## config.mk

```make
export PLATFORM = sky130hd
export DESIGN_NAME = tbrm_fifo
export DESIGN_NICKNAME = d
export VERILOG_FILES = /design/src/rtl/tbrm_pkg.sv /design/src/rtl/tbrm_fifo.sv
export SDC_FILE = /design/constraint.sdc
export NUM_CORES = 1
export LEC_CHECK = 0
export ABC_AREA = 1
export BUFFER_PORTS_ARGS = -buffer_cell sky130_fd_sc_hd__buf_2
export CORE_ASPECT_RATIO = 1.75
export CORE_MARGIN = 5
export CORE_UTILIZATION = 45
export CTS_BUF_LIST = sky130_fd_sc_hd__clkbuf_16
export CTS_CLUSTER_DIAMETER = 200
export DETAILED_ROUTE_END_ITERATION = 10
export GPL_TIMING_DRIVEN = 0
export PLACE_DENSITY = 0.72
export SLEW_MARGIN = 20
export SYNTH_ARGS = -nofsm -noshare
export SYNTH_HDL_FRONTEND = slang
export SYNTH_SLANG_ARGS = --single-unit
```

## constraint.sdc

```tcl
create_clock -name clk_i -period 10.45 [get_ports clk_i]
set_clock_uncertainty 0.2 [all_clocks]
set_input_delay 2.09 -clock clk_i [delete_from_list [all_inputs] [get_ports clk_i]]
set_output_delay 2.09 -clock clk_i [all_outputs]
set_load 0.005 [all_outputs]
```

## src/rtl/tbrm_pkg.sv

```systemverilog
package tbrm_pkg;

  localparam int unsigned NUM_TRIGGER_BITS = 8;
  localparam int unsigned COUNTER_WIDTH    = 24;
  localparam int unsigned OUT_LINES        = 8;
  localparam int unsigned COUNT_OUT_W      = 24;

  localparam int unsigned TIME_NS_W = 64;
  localparam int unsigned BITS_IN_W = 8;
  localparam int unsigned MS_W      = 45;
  localparam int unsigned GAP_W     = 16;
  localparam int unsigned WIN_W     = 17;
  localparam int unsigned TOTAL_W   = 48;
  localparam int unsigned CFG_W     = 16;
  localparam int unsigned CFG_IDX_W = 1;

  localparam logic [CFG_IDX_W-1:0] CFG_WINDOW_MS    = 1'd0;
  localparam logic [CFG_IDX_W-1:0] CFG_GAP_LIMIT_MS = 1'd1;
  localparam logic [CFG_W-1:0]     CFG_RESET_VALUE  = 16'd1000;

  // 1e6 = 2^6 * 15625: shift off six bits, then multiply by ceil(2^72 / 15625)
  // and keep bits from 72 up. Exact for 58-bit dividends: the rounding error
  // of the reciprocal is below 2^14.
  localparam int unsigned DIV_SHIFT  = 6;
  localparam int unsigned DIV_X_W    = TIME_NS_W - DIV_SHIFT;
  localparam int unsigned DIV_M_W    = 59;
  localparam int unsigned DIV_LO_W   = 29;
  localparam int unsigned DIV_FRAC   = 72;
  localparam int unsigned DIV_STAGES = 3;
  localparam logic [72:0] DIV_RECIP_FULL = (73'd1 << 72) / 73'd15625 + 73'd1;
  localparam logic [DIV_M_W-1:0] DIV_RECIP = DIV_RECIP_FULL[DIV_M_W-1:0];

  localparam int unsigned IN_TDATA_W  = 72;
  localparam int unsigned OUT_TDATA_W = 240;
  localparam int unsigned FIFO_DEPTH  = 4;
  localparam int unsigned FIFO_PTR_W  = 2;

  typedef struct packed {
    logic [MS_W-1:0]             now_ms;
    logic [NUM_TRIGGER_BITS-1:0] bits;
  } evt_t;

  typedef struct packed {
    logic [CFG_W-1:0] window_ms;
    logic [CFG_W-1:0] gap_limit_ms;
  } cfg_t;

  typedef struct packed {
    logic [TOTAL_W-1:0]                     total_time_ms;
    logic [OUT_LINES-1:0][COUNT_OUT_W-1:0]  count;
    logic                                   window_done;
  } res_t;

endpackage

```

## src/rtl/tbrm_fifo.sv

```systemverilog
module tbrm_fifo (
  input  logic           clk_i,
  input  logic           rst_ni,
  input  logic           push_valid_i,
  output logic           push_ready_o,
  input  tbrm_pkg::evt_t push_data_i,
  output logic           pop_valid_o,
  input  logic           pop_ready_i,
  output tbrm_pkg::evt_t pop_data_o
);

  localparam int unsigned PW = tbrm_pkg::FIFO_PTR_W;

  tbrm_pkg::evt_t  mem_q [tbrm_pkg::FIFO_DEPTH];
  logic [PW-1:0]   wr_ptr_q, wr_ptr_d;
  logic [PW-1:0]   rd_ptr_q, rd_ptr_d;
  logic [PW:0]     cnt_q, cnt_d;
  logic            push, pop;

  assign push_ready_o = cnt_q != (PW+1)'(tbrm_pkg::FIFO_DEPTH);
  assign pop_valid_o  = cnt_q != '0;
  assign push         = push_valid_i && push_ready_o;
  assign pop          = pop_valid_o && pop_ready_i;
  assign pop_data_o   = mem_q[rd_ptr_q];

  always_comb begin
    wr_ptr_d = push ? wr_ptr_q + PW'(1) : wr_ptr_q;
    rd_ptr_d = pop ? rd_ptr_q + PW'(1) : rd_ptr_q;
    cnt_d    = cnt_q + (PW+1)'(push) - (PW+1)'(pop);
  end

  always_ff @(posedge clk_i or negedge rst_ni) begin
    if (!rst_ni) begin
      wr_ptr_q <= '0;
      rd_ptr_q <= '0;
      cnt_q    <= '0;
    end else begin
      wr_ptr_q <= wr_ptr_d;
      rd_ptr_q <= rd_ptr_d;
      cnt_q    <= cnt_d;
    end
  end

  always_ff @(posedge clk_i) begin
    if (push) begin
      mem_q[wr_ptr_q] <= push_data_i;
    end
  end

endmodule

```

==> impl_metrics.yaml <==
run_status:
  outcome: "finished clean"
routing:
  routed-via-count: 5585
  postRouteAntennaNets: 0
  dr.first_iter.drc_count: 228
  drt-vias-per-instance: 4.95
  wl_per_cell_um: 17.1
  remaining_drc_errors: 0
  first_pass_iters: 4
  total_routed_length_um: 19300
critical_path:
  r2r_slack_ps: 7900
  rr_endpoint: "cnt_q[2]$_DFF_PN0_"
  critPathLaunchType: "flop"
  worstReg2RegStart: "cnt_q[1]$_DFF_PN0_"
  reg2regPathDepth: 10
  timing.critical_path.max_delay_family: "buffers and inverters"
  cp_data_arrival_time_ps: 1980
  critPathCaptureType: "primary output"
  critical_path_required_ps: 8160
  cell_breakdown_of_the_critical_path: "buf_6 -> inv_2 -> clkbuf_1 -> o21ai_0 -> nand2_1 -> buf_2"
  timing.critical_path.buf_inv: 4
  slowest_delay_ps: 380
  worstSetupPathType: "flop to primary output"
  slowest_stage: "clkbuf_1"
  cp_max_fo: 10
sta:
  worst-slew-pin-transition_ps: 555
  timing.final.crit_period_ps: 4270
  setup_total_negative_slack_ps: 0
  setup_viol: 0
  fin_hold_ws_ps: 303
  unrepaired_setup_endpoints_after_global_routing: "false"
  number_of_max_slew_violations_in_the_final_report: 0
  setup_ws_ps: 6180
  post-route-period-util: 0.409
  slew-limit-headroom: 0.629
  final_hold_violation_count: 0
  fmax_mhz: 234
synthesis:
  synth.ff_latch_count: 219
  synth.avg_cell_area_um2: 12.0
  synthCells: 729
  yosys.cell_types.count: 16
  yosysWarnings: 0
  syn-num-nets: 793
  synth_sequential_area_ratio: 0.746
  syn_std_cell_area_um2: 8770
die:
  rows: 67
  floorplan.die.width_um: 116
  ios: 112
  core-area_um2: 19200
  floorplan.die.height_um: 195
  die-area_um2: 22500
  floorplan.initialDensity: 0.457
global_routing:
  first_global_vias: 5775
  initial_antenna_violation_count: 3
  grt_pass1_wl_um: 29900
  largest_net_degree_at_the_start_of_global_routing: 24
  global_route.overflow_total: 0
  gr-usage-all-layers: 0.172
placement:
  dpl_cell_area_um2: 9870
  dp_hpwl_um: 12800
  place.port_buffers: 111
  placed_cells_incl_taps: 1090
  globalplace.congestion: 0.754
  dp_worst_setup_slack_ps: 6430
run:
  number_of_max_cap_violations: 0
final_layout:
  multi_input_combinational_cell_area_um2: 1770
  post_layout_instance_area_um2: 10500
  post_route_cells_drive_above_1_share: 0.203
  instances_no_fill: 1129
  post_route_core_utilization: 0.548
  fill_cell_instance_count_of_the_final_layout: 1590
  area.sequential_um2: 6540
  areaGrowthSynthToFinish_pct: 19.9
  layout.nets: 935
clocking:
  clk_pin_slew_ps: 60
  post_cts_resized: 0
  worst_skew_pair.late_latency_ps: 480
  tritoncts: "built"
  cts_post_setup_buffers_inserted: 0
  cts_buffer_depth: 3
  tritoncts.num_buffers: 20
  cts.root.buffer_cell: "clkbuf_16"
  tritoncts_num_sinks: 219
  cts_hold_buffers: 0
  htree_num_levels: 1
pwr:
  p_per_area_nw_per_um2: 283
  vdd.ir_drop.worst_mv: 0.175
  static-leakage-power_nw: 4.28
  power.total_mw: 2.98
worst_hold_path:
  min_delay_worst_endpoint: "rd_ptr_q[1]$_DFFE_PN0P_"
  min-delay-path-class: "flop to flop"
  holdPathStages: 2
  hold_start: "rd_ptr_q[1]$_DFFE_PN0P_"
tightest hold or removal path: stages, from the launching register on:
cell	delay [ps]
dfrtp_1	370
nand2_1	60
nand2_1	50
cells by family (layout without fill, tap and decap cells):
family / Yosys count / count (layout) / share of synthesized area
DFF: 219 / 219 / 0.746
other: 0 / 3 / 0
adders and majority gates: 7 / 7 / 0.0108
buffers and inverters: 103 / 259 / 0.0561
AOI/OAI and AO/OA: 106 / 106 / 0.0605
and+or+nand+nor: 294 / 294 / 0.127
cells in the mapped netlist:
| library cell | number | area, um2 |
|---|---|---|
| clkbuf_2 | 3 | 15.0 |
| fa_1 | 1 | 20.0 |
| o21ai_1 | 42 | 210 |
| nand3_1 | 5 | 25.0 |
| edfxtp_1 | 212 | 6370 |
| nand2_1 | 178 | 668 |
| nor2_1 | 111 | 417 |
| o21ai_0 | 64 | 320 |
| dfrtp_1 | 7 | 175 |
| buf_8 | 1 | 15.0 |
| ha_1 | 6 | 75.1 |
| buf_6 | 10 | 113 |
| inv_2 | 2 | 7.51 |
| buf_2 | 12 | 60.1 |
| inv_1 | 67 | 251 |
| clkbuf_1 | 8 | 30.0 |
power breakdown:
part           switching, mW  internal [mW]  leakage, nW
logic                  0.684          0.393         1.93
registers             0.0426           1.15         2.03
clock network          0.294          0.412        0.327
sequential cells by signal (all words and copies together), names as in the netlist:
name	count
mem_q	212
cnt_q	3
rd_ptr_q	2
wr_ptr_q	2
metal layers:
metal | track usage | share of wire | wire (um)
met5 | 0 | 0 | 0
met4 | 0.0661 | 0.033 | 630
met3 | 0.0246 | 0.047 | 905
met2 | 0.322 | 0.55 | 10700
met1 | 0.190 | 0.37 | 7100
layout make-up:
class / instances / area share
inverters: 69 / 0.0246
plain buffers: 34 / 0.0221
flip-flops and latches: 219 / 0.622
diodes: 3 / 0.000714
clock buffers: 21 / 0.0500
well taps: 241 / 0.0287
multi-input cells: 407 / 0.168
clock inverters: 15 / 0.0109
repair buffers: 120 / 0.0728
cells in the final DEF, fill, tap and decap left out:
cell,synthesis,layout
edfxtp_1,212,212
nand2_1,178,178
buf_2,12,123
nor2_1,111,107
inv_1,67,69
o21ai_0,64,64
o21ai_1,42,42
clkbuf_16,0,21
buf_6,10,10
clkbuf_1,8,8
dfrtp_1,7,7
ha_1,6,6
clkinv_1,0,6
nand3_1,5,5
clkinv_2,0,5
buf_12,0,5
nor2_4,0,4
buf_16,0,4
diode_2,0,3
clkbuf_2,3,3
inv_2,2,2
bufinv_16,0,2
buf_8,1,1
fa_1,1,1
how the worst max path moves through the flow:
stage	slack, ps	end	depth (start not counted)	start
2_1_floorplan	5320	mem_q[0][0]$_DFFE_PP_	2	push_valid_i
3_3_place_gp	3420	mem_q[0][28]$_DFFE_PP_	3	push_valid_i
3_5_place_dp	6430	mem_q[2][27]$_DFFE_PP_	5	push_valid_i
4_1_cts	6090	pop_data_o[8]	6	rd_ptr_q[0]$_DFFE_PN0P_
5_1_grt	6070	pop_data_o[8]	6	rd_ptr_q[0]$_DFFE_PN0P_
6_report	6180	pop_data_o[6]	6	rd_ptr_q[0]$_DFFE_PN0P_
Power figures use the tool's default switching activity.
