--- src/rtl/tbrm_pkg.sv ---
package tbrm_pkg;

  localparam int unsigned NUM_TRIGGER_BITS = 8;
  localparam int unsigned COUNTER_WIDTH    = 24;
  localparam int unsigned OUT_LINES        = 8;
  localparam int unsigned COUNT_OUT_W      = 24;

  localparam int unsigned TIME_NS_W = 64;
  localparam int unsigned BITS_IN_W = 8;
  localparam int unsigned MS_W      = 45;
  localparam int unsigned GAP_W     = 16;
  localparam int unsigned WIN_W     = 17;
  localparam int unsigned TOTAL_W   = 48;
  localparam int unsigned CFG_W     = 16;
  localparam int unsigned CFG_IDX_W = 1;

  localparam logic [CFG_IDX_W-1:0] CFG_WINDOW_MS    = 1'd0;
  localparam logic [CFG_IDX_W-1:0] CFG_GAP_LIMIT_MS = 1'd1;
  localparam logic [CFG_W-1:0]     CFG_RESET_VALUE  = 16'd1000;

  // 1e6 = 2^6 * 15625: shift off six bits, then multiply by ceil(2^72 / 15625)
  // and keep bits from 72 up. Exact for 58-bit dividends: the rounding error
  // of the reciprocal is below 2^14.
  localparam int unsigned DIV_SHIFT  = 6;
  localparam int unsigned DIV_X_W    = TIME_NS_W - DIV_SHIFT;
  localparam int unsigned DIV_M_W    = 59;
  localparam int unsigned DIV_LO_W   = 29;
  localparam int unsigned DIV_FRAC   = 72;
  localparam int unsigned DIV_STAGES = 3;
  localparam logic [72:0] DIV_RECIP_FULL = (73'd1 << 72) / 73'd15625 + 73'd1;
  localparam logic [DIV_M_W-1:0] DIV_RECIP = DIV_RECIP_FULL[DIV_M_W-1:0];

  localparam int unsigned IN_TDATA_W  = 72;
  localparam int unsigned OUT_TDATA_W = 240;
  localparam int unsigned FIFO_DEPTH  = 4;
  localparam int unsigned FIFO_PTR_W  = 2;

  typedef struct packed {
    logic [MS_W-1:0]             now_ms;
    logic [NUM_TRIGGER_BITS-1:0] bits;
  } evt_t;

  typedef struct packed {
    logic [CFG_W-1:0] window_ms;
    logic [CFG_W-1:0] gap_limit_ms;
  } cfg_t;

  typedef struct packed {
    logic [TOTAL_W-1:0]                     total_time_ms;
    logic [OUT_LINES-1:0][COUNT_OUT_W-1:0]  count;
    logic                                   window_done;
  } res_t;

endpackage

--- src/rtl/tbrm_divider.sv ---
module tbrm_divider (
  input  logic                                 clk_i,
  input  logic                                 rst_ni,
  input  logic                                 in_valid_i,
  output logic                                 in_ready_o,
  input  logic [tbrm_pkg::TIME_NS_W-1:0]       in_time_ns_i,
  input  logic [tbrm_pkg::NUM_TRIGGER_BITS-1:0] in_bits_i,
  output logic                                 out_valid_o,
  input  logic                                 out_ready_i,
  output tbrm_pkg::evt_t                       out_evt_o
);

  localparam int unsigned LO_W  = tbrm_pkg::DIV_LO_W;
  localparam int unsigned XH_W  = tbrm_pkg::DIV_X_W - LO_W;
  localparam int unsigned M_W   = tbrm_pkg::DIV_M_W;
  localparam int unsigned MH_W  = M_W - LO_W;
  localparam int unsigned P_W   = tbrm_pkg::DIV_X_W + M_W;
  localparam int unsigned MID_W = M_W + 1;
  localparam int unsigned LL_W  = LO_W + LO_W;
  localparam int unsigned LH_W  = LO_W + MH_W;
  localparam int unsigned HL_W  = XH_W + LO_W;
  localparam int unsigned HH_W  = XH_W + MH_W;
  localparam int unsigned NB    = tbrm_pkg::NUM_TRIGGER_BITS;
  localparam int unsigned MS_W  = tbrm_pkg::MS_W;
  localparam int unsigned NSTG  = tbrm_pkg::DIV_STAGES;

  localparam logic [LO_W-1:0] RECIP_LO = tbrm_pkg::DIV_RECIP[LO_W-1:0];
  localparam logic [MH_W-1:0] RECIP_HI = tbrm_pkg::DIV_RECIP[M_W-1:LO_W];

  logic [LO_W-1:0]  xl;
  logic [XH_W-1:0]  xh;
  logic [LL_W-1:0]  pp_ll_q;
  logic [LH_W-1:0]  pp_lh_q;
  logic [HL_W-1:0]  pp_hl_q;
  logic [HH_W-1:0]  pp_hh_q;
  logic [P_W-1:0]   lo_q;
  logic [MID_W-1:0] mid_q;
  logic [P_W-1:0]   prod;
  logic [MS_W-1:0]  ms_q;
  logic [NB-1:0]    bits0_q, bits1_q, bits2_q;
  logic [NSTG-1:0]  vld_q;
  logic             adv;

  // ns >> 6 split into two 29-bit halves
  assign xl = in_time_ns_i[tbrm_pkg::DIV_SHIFT +: LO_W];
  assign xh = in_time_ns_i[tbrm_pkg::TIME_NS_W-1 -: XH_W];

  // high and low partial products sit side by side without overlap
  assign prod = lo_q + P_W'({mid_q, {LO_W{1'b0}}});

  assign adv        = !(vld_q[NSTG-1] && !out_ready_i);
  assign in_ready_o = adv;

  always_ff @(posedge clk_i or negedge rst_ni) begin
    if (!rst_ni) begin
      vld_q <= '0;
    end else if (adv) begin
      vld_q <= {vld_q[NSTG-2:0], in_valid_i};
    end
  end

  always_ff @(posedge clk_i) begin
    if (adv) begin
      pp_ll_q <= LL_W'(xl) * LL_W'(RECIP_LO);
      pp_lh_q <= LH_W'(xl) * LH_W'(RECIP_HI);
      pp_hl_q <= HL_W'(xh) * HL_W'(RECIP_LO);
      pp_hh_q <= HH_W'(xh) * HH_W'(RECIP_HI);
      bits0_q <= in_bits_i;
      lo_q    <= {pp_hh_q, pp_ll_q};
      mid_q   <= MID_W'(pp_lh_q) + MID_W'(pp_hl_q);
      bits1_q <= bits0_q;
      ms_q    <= prod[tbrm_pkg::DIV_FRAC +: MS_W];
      bits2_q <= bits1_q;
    end
  end

  assign out_valid_o      = vld_q[NSTG-1];
  assign out_evt_o.now_ms = ms_q;
  assign out_evt_o.bits   = bits2_q;

endmodule

--- config.mk ---
export PLATFORM = sky130hd
export DESIGN_NAME = tbrm_divider
export DESIGN_NICKNAME = d
export VERILOG_FILES = /design/src/rtl/tbrm_pkg.sv /design/src/rtl/tbrm_divider.sv
export SDC_FILE = /design/constraint.sdc
export NUM_CORES = 2
export LEC_CHECK = 0
export ABC_CLOCK_PERIOD_IN_PS = 19100
export CORE_MARGIN = 10
export CORE_UTILIZATION = 65
export DETAILED_ROUTE_END_ITERATION = 16
export DONT_BUFFER_PORTS = 1
export GPL_TIMING_DRIVEN = 0
export PLACE_DENSITY_LB_ADDON = 0.25
export SYNTH_ARGS = -nofsm -noshare
export SYNTH_HDL_FRONTEND = slang
export SYNTH_SLANG_ARGS = --single-unit
--- constraint.sdc ---
create_clock -name clk_i -period 19.1 [get_ports clk_i]
set_input_delay 2.865 -clock clk_i [delete_from_list [all_inputs] [get_ports clk_i]]
set_output_delay 2.865 -clock clk_i [all_outputs]
set_load 0.01 [all_outputs]
==> impl_metrics.tcl <==
set metrics [dict create \
    outcome "finished, final reports clean" \
    synth_compound_gate_area_share_pct 7.46 \
    maxCapViolCount 0 \
    synth.area.top_cells "fa_1 35%, ha_1 22%, edfxtp_1 18%" \
    normalized_max_slew_margin_pct 5.48 \
    hold_viol 0 \
    cts_tree "yes" \
    core_area_mm2 0.107 \
    cpPeakStageDelay_ns 0.98 \
    placed_cells 7800 \
    largest_net_degree_at_the_start_of_global_routing 71 \
    cpMaxStageDelayCell "nor3_1" \
    route.top_layer_used "met5" \
    post_route_non_filler_standard_cell_count 7881 \
    post-route-period-util_pct 56.6 \
    cts_made_buffers 45 \
    met3_wirelength_um 25400 \
    grt_pass1_vias 48900 \
    syn-instance-count 6390 \
    crit_fanout 11 \
    reg2reg_from "pp_hh_q[0]$_DFFE_PN_" \
    fin_tns_setup_ns 0 \
    die_area_mm2 0.121 \
    synth_seq_area_share_pct 18.0 \
    dp_slack_ns 7.93 \
    fillCellCount 8081 \
    number_of_antenna_violations_at_the_first_check_in_global_routing 12 \
    drt-wirelength-per-cell_um 25.2 \
    critPathRequiredTime_ns 19.44 \
    drive_above_1_share_pct 1.78 \
    mappedNetlistNets 8916 \
    clock_latency_ns 0.63 \
    synth_seq_cells 420 \
    final_net_count 8970 \
    remaining_antenna_violation_count_after_routing 0 \
    wl_um 198000 \
    placedInstanceArea_mm2 0.0721 \
    synth_warnings 0 \
    cts_resized 0 \
    gp_routability_congestion 1.02 \
    synth.area.mux_share_pct 0.0481 \
    h-tree-depth 2 \
    postSynth.topFlopCell "edfxtp_1" \
    synth_top_family_by_area "adder cells" \
    detailedRoute.firstPassIterationCount 5 \
    route.detailed.drc 0 \
    clock_skew_ns 0.0542 \
    syn2layout_area_growth_pct 4.85 \
    path_common_cell "fa_1" \
    timing.critical_path.to_type "register" \
    finalWorstPathRequiredPeriod_ns 10.81 \
    place.detailed.hpwl_um 174000 \
    syn-cell-area_mm2 0.0702 \
    synth-adder-area-share_pct 56.9 \
    multi_input_area_mm2 0.0508 \
    cts_root_buffer "clkbuf_16" \
    detail_route.iter0.violations 4486 \
    clk_pin_slew_ns 0.08 \
    yosys.cell_types.count 79 \
    die_width_um 349 \
    hold_path.startpoint "pp_hh_q[33]$_DFFE_PN_" \
    worst-endpoint-arrival_ns 11.14 \
    cts_post_setup_buffers_inserted 0 \
    core.rowCount 120 \
    tritoncts_num_sinks 420 \
    detailroute.wirelength.met2_um 81400 \
    yosys.area_share.simple_pct 4.38 \
    setup_viol 0 \
    syn_avg_cell_area_um2 11.0 \
    via_count 46900 \
    achievable-frequency_mhz 92.5 \
    routed_via_density 5.95 \
    critPathLaunch "in_time_ns_i[9]" \
    synthDominantCellAreaShare_pct 35.3 \
    synth-edff-count 417 \
    buffer_ports.inserted 0 \
    final_cell_area_mm2 0.0736 \
    ff_latch_area_mm2 0.0126 \
    critical_path_class "in -> reg" \
    ctsHoldBuffers 0 \
    synthXorXnorAreaFrac_pct 3.53 \
    clock_tree.buffer_depth 3 \
    effective_utilization_at_floorplan_pct 65.5 \
    finalWorstSetupSlack_ns 8.29 \
    grt.overflow.total 0 \
    ios 131 \
    slew_violations 0 \
    crit_path_start_kind "primary input" \
    synth.largest_area_cell "fa_1" \
    hold_class "reg -> reg" \
    grt_first_pass_wirelength_um 301000 \
    post_route_met1_wirelength_um 86000 \
    synth_async_sr_flop_share_pct 0.714 \
    worst_slew_pin_slew_ns 1.40 \
    globalRouteTotalUtil_pct 33.5 \
    dieHeight_um 349 \
    grt_setup_unrepaired "no" \
]
==> layout by cell type, fill, tap and decap left out, types with 46 or more instances in the layout <==
cell      netlist  layout
nand3_1        77      77
a21o_1        164     164
nand4_1        63      63
o21ai_0       129     129
edfxtp_1      417     417
fa_1         1237    1237
inv_1        1752    1752
xor2_1         97      97
clkbuf_1       60      71
nand2_1       141     141
o21bai_1       46      46
xnor2_1       186     186
nor2_1        138     138
ha_1         1213    1213
a21oi_1       259     259
==> logic make-up after synthesis <==
family | Yosys count
mux | 3
simple gates | 614
buf+inv | 1814
fa+ha+maj | 2450
flops | 420
compound gates | 806
xor+xnor | 283
==> routing by layer <==
metal | GRT usage (%) | vias up
li1 | - | 20600
met1 | 49.5 | 23800
met2 | 47.0 | 2201
met3 | 11.7 | 264
met4 | 8.02 | 6
met5 | 0 | -
==> cells in the mapped netlist, types with 15 or more instances <==
library cell  number
a211oi_1          16
nand2_1          141
fa_1            1237
o31ai_1           15
clkbuf_1          60
nand4_1           63
xnor2_1          186
edfxtp_1         417
nand3_1           77
o21ai_0          129
a21o_1           164
and3_1            39
o21bai_1          46
nor3_1            30
xor2_1            97
nand2b_1          28
nor2_1           138
ha_1            1213
nor2b_1           35
o21a_1            29
a21oi_1          259
a31oi_1           27
inv_1           1752
==> worst max-delay path, delay by kind of cell <==
kind | cells | cell delay, ns
AOI/OAI and AO/OA | 6 | 1.58
and+or+nand+nor | 4 | 1.67
adders and majority gates | 9 | 4.39
buffers and inverters | 6 | 0.53
xor gates and xnor gates | 1 | 0.08
==> stage by stage <==
stage	utilization [%]	hold WS, ns
2_1_floorplan	-	0.400
3_3_place_gp	67.2	0.402
3_5_place_dp	67.4	0.405
4_1_cts	68.7	0.401
5_1_grt	68.7	0.416
6_report	68.7	0.399
==> flip-flops by register name, summed over array words and instances, names as in the netlist <==
register,cells
vld_q,3
pp_ll_q,28
mid_q,60
pp_hl_q,55
bits0_q,8
pp_lh_q,59
bits2_q,8
bits1_q,8
lo_q,87
pp_hh_q,59
ms_q,45
==> worst paths after layout <==
check                                        end  slack, ns  depth (start not counted)
setup / recovery           pp_lh_q[57]$_DFFE_PN_       8.29                         26
hold / removal                lo_q[91]$_DFFE_PN_       0.40                          0
setup reg to reg             mid_q[49]$_DFFE_PN_      13.66                         14
hold reg to reg               lo_q[91]$_DFFE_PN_       0.40                          0
max in group asynchronous   vld_q[0]$_DFFE_PN0N_      17.11                          0
min in group asynchronous   vld_q[1]$_DFFE_PN0N_       1.93                          0
==> area by class of cell <==
cell class / instances / share of cell area [%]
Timing Repair Buffer: 7 / 0.235
Multi-Input combinational cell: 4156 / 69.0
Clock inverter: 24 / 0.398
Clock buffer: 56 / 1.59
Buffer: 62 / 0.323
Sequential cell: 420 / 17.1
Tap cell: 1403 / 2.39
Antenna cell: 1 / 0.00340
Inverter: 1752 / 8.94
Power is left out: the tool's default activity adds up to more than one toggle a clock period on the data nets, which glitch-free logic cannot reach.
