**config.mk**
```make
export PLATFORM = sky130hd
export DESIGN_NAME = tbrm_back
export DESIGN_NICKNAME = d
export VERILOG_FILES = /design/src/rtl/tbrm_pkg.sv /design/src/rtl/tbrm_back.sv
export SDC_FILE = /design/constraint.sdc
export NUM_CORES = 1
export LEC_CHECK = 0
export ABC_AREA = 1
export BUFFER_PORTS_ARGS = -buffer_cell sky130_fd_sc_hd__buf_2
export CAP_MARGIN = 0
export CORE_ASPECT_RATIO = 0.9
export CORE_UTILIZATION = 55
export CTS_CLUSTER_DIAMETER = 100
export CTS_CLUSTER_SIZE = 16
export DETAILED_ROUTE_END_ITERATION = 10
export PLACE_DENSITY = 0.75
export SYNTH_ARGS = -nofsm -noshare
export SYNTH_HDL_FRONTEND = slang
export SYNTH_SLANG_ARGS = --single-unit
```
**constraint.sdc**
```tcl
create_clock -name clk_i -period 9.95 [get_ports clk_i]
set_clock_uncertainty 0.1 [all_clocks]
set_input_delay 0 -clock clk_i [delete_from_list [all_inputs] [get_ports clk_i]]
set_output_delay 0 -clock clk_i [all_outputs]
set_load 0.01 [all_outputs]
```
**src/rtl/tbrm_pkg.sv**
```systemverilog
package tbrm_pkg;

  localparam int unsigned NUM_TRIGGER_BITS = 8;
  localparam int unsigned COUNTER_WIDTH    = 24;
  localparam int unsigned OUT_LINES        = 8;
  localparam int unsigned COUNT_OUT_W      = 24;

  localparam int unsigned TIME_NS_W = 64;
  localparam int unsigned BITS_IN_W = 8;
  localparam int unsigned MS_W      = 45;
  localparam int unsigned GAP_W     = 16;
  localparam int unsigned WIN_W     = 17;
  localparam int unsigned TOTAL_W   = 48;
  localparam int unsigned CFG_W     = 16;
  localparam int unsigned CFG_IDX_W = 1;

  localparam logic [CFG_IDX_W-1:0] CFG_WINDOW_MS    = 1'd0;
  localparam logic [CFG_IDX_W-1:0] CFG_GAP_LIMIT_MS = 1'd1;
  localparam logic [CFG_W-1:0]     CFG_RESET_VALUE  = 16'd1000;

  // 1e6 = 2^6 * 15625: shift off six bits, then multiply by ceil(2^72 / 15625)
  // and keep bits from 72 up. Exact for 58-bit dividends: the rounding error
  // of the reciprocal is below 2^14.
  localparam int unsigned DIV_SHIFT  = 6;
  localparam int unsigned DIV_X_W    = TIME_NS_W - DIV_SHIFT;
  localparam int unsigned DIV_M_W    = 59;
  localparam int unsigned DIV_LO_W   = 29;
  localparam int unsigned DIV_FRAC   = 72;
  localparam int unsigned DIV_STAGES = 3;
  localparam logic [72:0] DIV_RECIP_FULL = (73'd1 << 72) / 73'd15625 + 73'd1;
  localparam logic [DIV_M_W-1:0] DIV_RECIP = DIV_RECIP_FULL[DIV_M_W-1:0];

  localparam int unsigned IN_TDATA_W  = 72;
  localparam int unsigned OUT_TDATA_W = 240;
  localparam int unsigned FIFO_DEPTH  = 4;
  localparam int unsigned FIFO_PTR_W  = 2;

  typedef struct packed {
    logic [MS_W-1:0]             now_ms;
    logic [NUM_TRIGGER_BITS-1:0] bits;
  } evt_t;

  typedef struct packed {
    logic [CFG_W-1:0] window_ms;
    logic [CFG_W-1:0] gap_limit_ms;
  } cfg_t;

  typedef struct packed {
    logic [TOTAL_W-1:0]                     total_time_ms;
    logic [OUT_LINES-1:0][COUNT_OUT_W-1:0]  count;
    logic                                   window_done;
  } res_t;

endpackage

```
**src/rtl/tbrm_back.sv**
```systemverilog
module tbrm_back (
  input  logic           clk_i,
  input  logic           rst_ni,
  input  tbrm_pkg::cfg_t cfg_i,
  input  logic           in_valid_i,
  output logic           in_ready_o,
  input  tbrm_pkg::evt_t in_evt_i,
  output logic           out_valid_o,
  input  logic           out_ready_i,
  output tbrm_pkg::res_t out_res_o
);

  localparam int unsigned MS_W  = tbrm_pkg::MS_W;
  localparam int unsigned WIN_W = tbrm_pkg::WIN_W;
  localparam int unsigned TOT_W = tbrm_pkg::TOTAL_W;
  localparam int unsigned CW    = tbrm_pkg::COUNTER_WIDTH;
  localparam int unsigned NB    = tbrm_pkg::NUM_TRIGGER_BITS;

  logic [MS_W-1:0]  prev_q, prev_d;
  logic [WIN_W-1:0] win_q, win_d;
  logic [TOT_W-1:0] acc_q, acc_d;
  logic [CW-1:0]    cnt_q [NB];
  logic [CW-1:0]    cnt_d [NB];
  logic [CW-1:0]    cnt_new [NB];

  logic                      out_vld_q;
  tbrm_pkg::res_t            res_q, res_d;
  logic                      fire;
  logic [MS_W-1:0]           diff;
  logic [tbrm_pkg::GAP_W-1:0] gap;
  logic [TOT_W:0]            acc_sum;
  logic [WIN_W:0]            win_sum;
  logic [WIN_W-1:0]          win_new;
  logic                      done;

  assign in_ready_o = !out_vld_q || out_ready_i;
  assign fire       = in_valid_i && in_ready_o;

  always_comb begin
    diff = (in_evt_i.now_ms >= prev_q) ? in_evt_i.now_ms - prev_q
                                       : prev_q - in_evt_i.now_ms;
    gap  = (diff > MS_W'(cfg_i.gap_limit_ms)) ? '0 : diff[tbrm_pkg::GAP_W-1:0];

    acc_sum = {1'b0, acc_q} + (TOT_W+1)'(gap);
    win_sum = {1'b0, win_q} + (WIN_W+1)'(gap);
    win_new = win_sum[WIN_W] ? '1 : win_sum[WIN_W-1:0];
    done    = win_new > WIN_W'(cfg_i.window_ms);

    for (int k = 0; k < NB; k++) begin
      cnt_new[k] = (in_evt_i.bits[k] && cnt_q[k] != '1) ? cnt_q[k] + CW'(1) : cnt_q[k];
      cnt_d[k]   = done ? '0 : cnt_new[k];
    end

    prev_d = in_evt_i.now_ms;
    acc_d  = acc_sum[TOT_W] ? '1 : acc_sum[TOT_W-1:0];
    win_d  = done ? '0 : win_new;

    res_d.window_done   = done;
    res_d.total_time_ms = acc_d;
    for (int k = 0; k < tbrm_pkg::OUT_LINES; k++) begin
      res_d.count[k] = '0;
      if (k < NB && done) begin
        res_d.count[k] = tbrm_pkg::COUNT_OUT_W'(cnt_new[k]);
      end
    end
  end

  always_ff @(posedge clk_i or negedge rst_ni) begin
    if (!rst_ni) begin
      prev_q    <= '0;
      win_q     <= '0;
      acc_q     <= '0;
      out_vld_q <= 1'b0;
      for (int k = 0; k < NB; k++) cnt_q[k] <= '0;
    end else begin
      if (fire) begin
        prev_q <= prev_d;
        win_q  <= win_d;
        acc_q  <= acc_d;
        for (int k = 0; k < NB; k++) cnt_q[k] <= cnt_d[k];
      end
      if (in_ready_o) begin
        out_vld_q <= in_valid_i;
      end
    end
  end

  always_ff @(posedge clk_i) begin
    if (fire) begin
      res_q <= res_d;
    end
  end

  assign out_valid_o = out_vld_q;
  assign out_res_o   = res_q;

endmodule

```
==> results.md, run 1 <==
* Max stage delay on crit path at 490 ps
* Mean Syn Cell Area at 7.21 um^2
* Routed length on met3 at 8.30 mm
* Crit-path most repeated cell: nand2_1
* Pre-CTS setup slack at 877 ps
* Die Y at 246 um
* CP arrival at 9310 ps
* CTS root buffer: clkbuf_16
* Tot Pwr at 6.01 mW
* Finished Core Util at 0.624
* Reg2reg path depth at 52
* Clock transition at path regs at 90 ps
* Met1 WL at 48.4 mm
* Switching Fraction at 0.358
* Congestion Overflow GR at 0
* Layout cell share with drive strength beyond 1 at 0.109
* Fin cells at 6,252
* DRT iter0 DRCs at 3,003
* Port Buffers at 331
* Worst setup SP type: flop
* Most frequent cells in the layout: 1,798 x nand2_1, 625 x nor2_1, 623 x inv_1
* Failing checks: hold timing
* Synth warnings at 0
* Vias at 33,159
* Min Hold Slack at -7.55 ps
* Top Family by Delay on Critical Path: simple AND/OR/NAND/NOR gates
* Core Area at 64,600 um^2
* HPWL after DPL at 82.6 mm
* Post-Syn Area at 36,300 um^2
* MaxCap Viol Count at 0
* CTS H-tree lvls at 2
* Clock power share at 0.279
* Syn-to-layout area delta at 11.1%
* Worst R2R End: out_res_o[22]
* Synth unique cells at 53
* Power Dens Cells at 149 nW/um^2
* Slowest stage cell, crit path: ha_1
* Leak Pwr at 19.9 nW
* First-pass GRT wire length at 168 mm
* Max Clk Rate at 110 MHz
* Crit path buf inv count at 8
* Met2 wire length at 47.3 mm
* Vias per Instance at 5.30
* Comb pwr share at 0.279
* Starting Density at 0.562
* # rows at 88
* Final non-filler cell area at 40,300 um^2
* Worst slew margin at 0.264
* Pin count of the biggest net entering global routing at 106
* Count of final hold-check violations at 5
* Final Slew Violations at 0
* Tmin final at 9090 ps
* Fillers at 6,004
* CTS tree: yes
* #FFs+latches synth at 544
* DR pass1 iterations at 7
* WS Path Type: reg -> reg
* Final net count at 5,613
* Ports at 332
* Crit end category: flop
* Total Routing Usage GR at 0.318
* Worst-Skew Late Latency at 600 ps
* Placed Area at 38,500 um^2
* Reg power frac at 0.442
* Required time of the critical path at 10,170 ps
* Worst VDD drop at 0.000174 V
* Final Cycle Share at 0.913
* Slew of the pin with the lowest slew margin at 1100 ps
* Die Width at 273 um
* DRC Markers at 0
* Reg2reg setup slack at 860 ps
* Drt total wl at 108 mm
* Gate Count Post-Synth at 5,034
* Post-synthesis sequential area ratio at 0.408
* Final WS setup at 861 ps
* Avg WL per Cell at 17.2 um
* Internal power at 3.86 mW
* Routability cong. at 1.04
* PostCTS Resize Cnt at 0
* Run status: finished with violations
* Synth Net Count at 5,284
* Placed cells at 6,118
* Top Metal Used: met5
* HP Class: in -> async
* CTS Buf Count at 41
* DRT antenna net count at 0
* Worst R2R Start: prev_q[18]
* Initial antenna violation count at 3
* Unrepaired setup endpoints after global routing: no
* Vias in the first global route at 30,501
* Clock Sinks at 544
* Most common cell after layout, fill and taps aside: nand2_1
* Setup violations, final at 0
* Psw at 2.15 mW
* Setup TNS at 0 ps
* Die area at 67,000 um^2
* Worst-path maximum fanout at 60
* CTS Buffer Depth at 3
[power by group through the flow]
| stage | clock (mW) | sequential [mW] | combinational (mW) |
|---|---|---|---|
| 3_3_place_gp | 0 | 2.69 | 1.60 |
| 6_report | 1.68 | 2.65 | 1.68 |
| 5_1_grt | 1.78 | 2.67 | 1.86 |
| 2_1_floorplan | 0 | 2.71 | 1.06 |
| 3_5_place_dp | 0 | 2.69 | 1.61 |
| 4_1_cts | 1.70 | 2.65 | 1.64 |
[per-layer routing]
| metal | GRT usage | up-vias |
|---|---|---|
| li1 | - | 16394 |
| met1 | 0.453 | 15387 |
| met2 | 0.488 | 1182 |
| met3 | 0.0554 | 194 |
| met4 | 0.112 | 2 |
| met5 | 0 | - |
[synthesized netlist by cell type, drive strengths merged]
library cell	count	share of area
and2	4	0.00069
inv	647	0.067
nand3b	14	0.0029
nor3b	1	0.00021
o21a	6	0.0012
nand2	1813	0.19
a31o	1	0.00024
a21boi	2	0.00041
or2	2	0.00034
clkbuf	67	0.0069
nor2	747	0.086
ha	157	0.054
o311ai	1	0.00024
mux2i	8	0.0022
a221oi	1	0.00024
o21bai	14	0.0029
nor4	30	0.0052
o22ai	2	0.00034
nand4	74	0.013
nand2b	1	0.00017
a21o	5	0.0010
a31oi	6	0.0010
edfxtp	241	0.20
a22oi	1	0.00021
o21ai	153	0.021
buf	65	0.017
xor2	157	0.038
dfrtp	303	0.21
nor4b	2	0.00048
o211ai	2	0.00041
clkinv	7	0.00072
nand3	245	0.035
nor3	58	0.0080
o32ai	3	0.00072
o31ai	2	0.00041
fa	4	0.0022
xnor2	59	0.014
and3	2	0.00034
a21oi	127	0.018
[flip-flops by register name, summed over array words and instances, names as in the netlist]
register,flops
acc_q,48
cnt_q,192
out_res_o,241
out_valid_o,1
prev_q,45
win_q,17
[timing repair]
item                                   CTS  global route
endpoints found under the hold margin  173             0
setup endpoints to repair                0            67
hold buffers                            54             0
buffers inserted                         0             3
[cell families after synthesis]
group / share of synthesized area
AOI/OAI and AO/OA: 0.0486
and+or+nand+nor: 0.341
muxes: 0.00221
DFF: 0.408
xor gates and xnor gates: 0.0521
adders and majority gates: 0.0563
buffers and inverters: 0.0916
[layout make-up]
class	instances	area [um^2]	share of cell area
flip-flops and latches	544	14800	0.367
multi-input cells	3704	18200	0.451
inverters	654	2470	0.0612
diodes	2	5.00	0.000124
clock buffers	68	1150	0.0285
well taps	855	1070	0.0265
repair buffers	418	2540	0.0630
clock inverters	7	101	0.00251
[how the worst max path moves through the flow]
stage                      from  slack, ps  cells after the start              to
finish               prev_q[18]        860                     52   out_res_o[22]
global route          prev_q[8]        170                     53   out_res_o[22]
CTS                   prev_q[8]        840                     53   out_res_o[22]
detailed placement    prev_q[8]        880                     53   out_res_o[22]
global placement      prev_q[8]       1070                     52  out_res_o[171]
floorplan           out_valid_o       1680                      4    out_res_o[0]
(Power assumes the default switching activity.)
==> run 2, diff against run 1 <==
--- a/config.mk
+++ b/config.mk
@@ -9,11 +9,12 @@
 export BUFFER_PORTS_ARGS = -buffer_cell sky130_fd_sc_hd__buf_2
 export CAP_MARGIN = 0
 export CORE_ASPECT_RATIO = 0.9
-export CORE_UTILIZATION = 55
+export CORE_UTILIZATION = 40
 export CTS_CLUSTER_DIAMETER = 100
 export CTS_CLUSTER_SIZE = 16
 export DETAILED_ROUTE_END_ITERATION = 10
-export PLACE_DENSITY = 0.75
+export PLACE_DENSITY = 0.57
 export SYNTH_ARGS = -nofsm -noshare
 export SYNTH_HDL_FRONTEND = slang
 export SYNTH_SLANG_ARGS = --single-unit
+export TNS_END_PERCENT = 5
==> constraint.sdc (replaced) <==
create_clock -name clk_i -period 10.9 [get_ports clk_i]
set_clock_uncertainty 0.1 [all_clocks]
set_input_delay 0 -clock clk_i [delete_from_list [all_inputs] [get_ports clk_i]]
set_output_delay 0 -clock clk_i [all_outputs]
set_load 0.01 [all_outputs]
==> results.md, run 2 (synthesis results as in run 1) <==
* Required time of the critical path at 11,150 ps
* PostCTS Resize Cnt at 0
* Tmin final at 9930 ps
* Crit-path most repeated cell: nand2_1
* DR pass1 iterations at 6
* Die Y at 288 um
* Ports at 332
* CTS tree: yes
* Worst-path maximum fanout at 83
* Avg WL per Cell at 16.4 um
* CTS Buffer Depth at 3
* Worst setup SP type: flop
* Max Clk Rate at 101 MHz
* Multi-input logic area at 18,200 um^2
* Power Dens Cells at 135 nW/um^2
* Most frequent cells in the layout: 1,798 x nand2_1, 625 x nor2_1, 623 x inv_1
* Setup violations, final at 0
* Total Routing Usage GR at 0.230
* Most common cell after layout, fill and taps aside: nand2_1
* Slew of the pin with the lowest slew margin at 1030 ps
* WS Path Type: reg -> reg
* Worst VDD drop at 0.000103 V
* MaxCap Viol Count at 0
* Largest register FFs at 241
* First-pass GRT wire length at 169 mm
* CP arrival at 10,180 ps
* Congestion Overflow GR at 0
* Unrepaired setup endpoints after global routing: no
* HPWL after DPL at 82.2 mm
* # rows at 104
* Starting Density at 0.405
* Worst-Skew Late Latency at 610 ps
* Fillers at 9,195
* Syn-to-layout area delta at 12.2%
* Port Buffers at 331
* DRT antenna net count at 0
* Layout cell share with drive strength beyond 1 at 0.107
* Count of final hold-check violations at 0
* Min Hold Slack at 78.6 ps
* Final Slew Violations at 0
* Vias per Instance at 4.91
* Final net count at 5,607
* Clock Sinks at 544
* Leak Pwr at 19.9 nW
* Vias at 32,228
* Reg area at 14,800 um^2
* Initial antenna violation count at 12
* Core Area at 89,700 um^2
* Slowest stage cell, crit path: nand4_2
* Die area at 92,000 um^2
* CTS H-tree lvls at 2
* Pin count of the biggest net entering global routing at 222
* CTS root buffer: clkbuf_16
* Crit end category: flop
* Routability cong. at 0.968
* Die Width at 320 um
* HP Class: in -> reg
* Drt total wl at 108 mm
* DRT iter0 DRCs at 3,002
* Final Cycle Share at 0.911
* DRC Markers at 0
* CTS Buf Count at 41
* Setup TNS at 0 ps
* Vias in the first global route at 29,982
* Worst slew margin at 0.315
* Clock transition at path regs at 90 ps
* Run status: finished clean
* Max stage delay on crit path at 590 ps
[run 2: cell types whose count changed in the layout (fill, tap and decap cells not counted)]
cell / delta
bufinv_16: +2
diode_2: +1
dlygate4sd3_1: +4
buf_12: -1
clkinv_8: -1
buf_16: +1
clkinv_1: +1
inv_8: +1
a21oi_2: +1
buf_4: -11
inv_16: -1
clkinv_4: -2
clkbuf_1: -1
clkinv_16: +1
[run 2: where the power goes]
| part | switching (mW) | internal [mW] | leakage, nW |
|---|---|---|---|
| clock network | 0.782 | 0.802 | 0.618 |
| logic | 1.04 | 0.459 | 12.8 |
| registers | 0.113 | 2.30 | 6.50 |
[run 2: what timing repair did]
action	CTS	global route
buffers inserted	0	0
endpoints found under the hold margin	190	0
setup endpoints to repair	0	115
hold buffers	59	0
[run 2: metal layers]
layer	share of wire	GRT usage	vias up
met4	0.026	0.0599	4
met1	0.48	0.340	14816
li1	-	-	16382
met2	0.43	0.355	889
met3	0.058	0.0288	137
met5	0.00013	0	-
[run 2: final cells by class]
class / count / share of cell area
Antenna cell: 3 / 0.000184
Timing Repair Buffer: 411 / 0.0615
Multi-Input combinational cell: 3705 / 0.446
Clock buffer: 67 / 0.0281
Inverter: 654 / 0.0606
Tap cell: 1166 / 0.0358
Sequential cell: 544 / 0.364
Clock inverter: 8 / 0.00375
[run 2: metrics by stage]
step           power [mW]  setup WS [ps]  instances  cell area (um^2)   util
3_5_place_dp         3.92           1010       6420             38800  0.433
3_3_place_gp         3.91           1110       6420             38800  0.433
6_report             5.50            970       6558             40700  0.454
4_1_cts              5.54            954       6554             40700  0.454
2_1_floorplan        3.44           2630       5034             36300      -
5_1_grt              5.82           15.2       6555             40700  0.454
[run 2: path summary, 6_finish.rpt]
check                                   from  cells after the start  slack [ps]           end
worst max register to register    prev_q[35]                     50         970  out_res_o[1]
max in group asynchronous             rst_ni                      6        8220    cnt_q[109]
min in group asynchronous             rst_ni                      4         450    prev_q[26]
worst min-delay path            in_evt_i[52]                      4          80    prev_q[44]
worst max-delay path              prev_q[35]                     50         970  out_res_o[1]
worst min register to register    cnt_q[160]                      2         380    cnt_q[160]
[run 2: critical path: cells and delay by family, from the launching register on]
| kind | cells | cell delay (ps) |
|---|---|---|
| AO/OA/AOI/OAI | 17 | 3030 |
| XOR/XNOR | 1 | 320 |
| flip-flops | 1 | 400 |
| buffers and inverters | 7 | 1580 |
| adder cells (fa/ha/maj) | 4 | 1370 |
| AND/OR/NAND/NOR | 21 | 2800 |
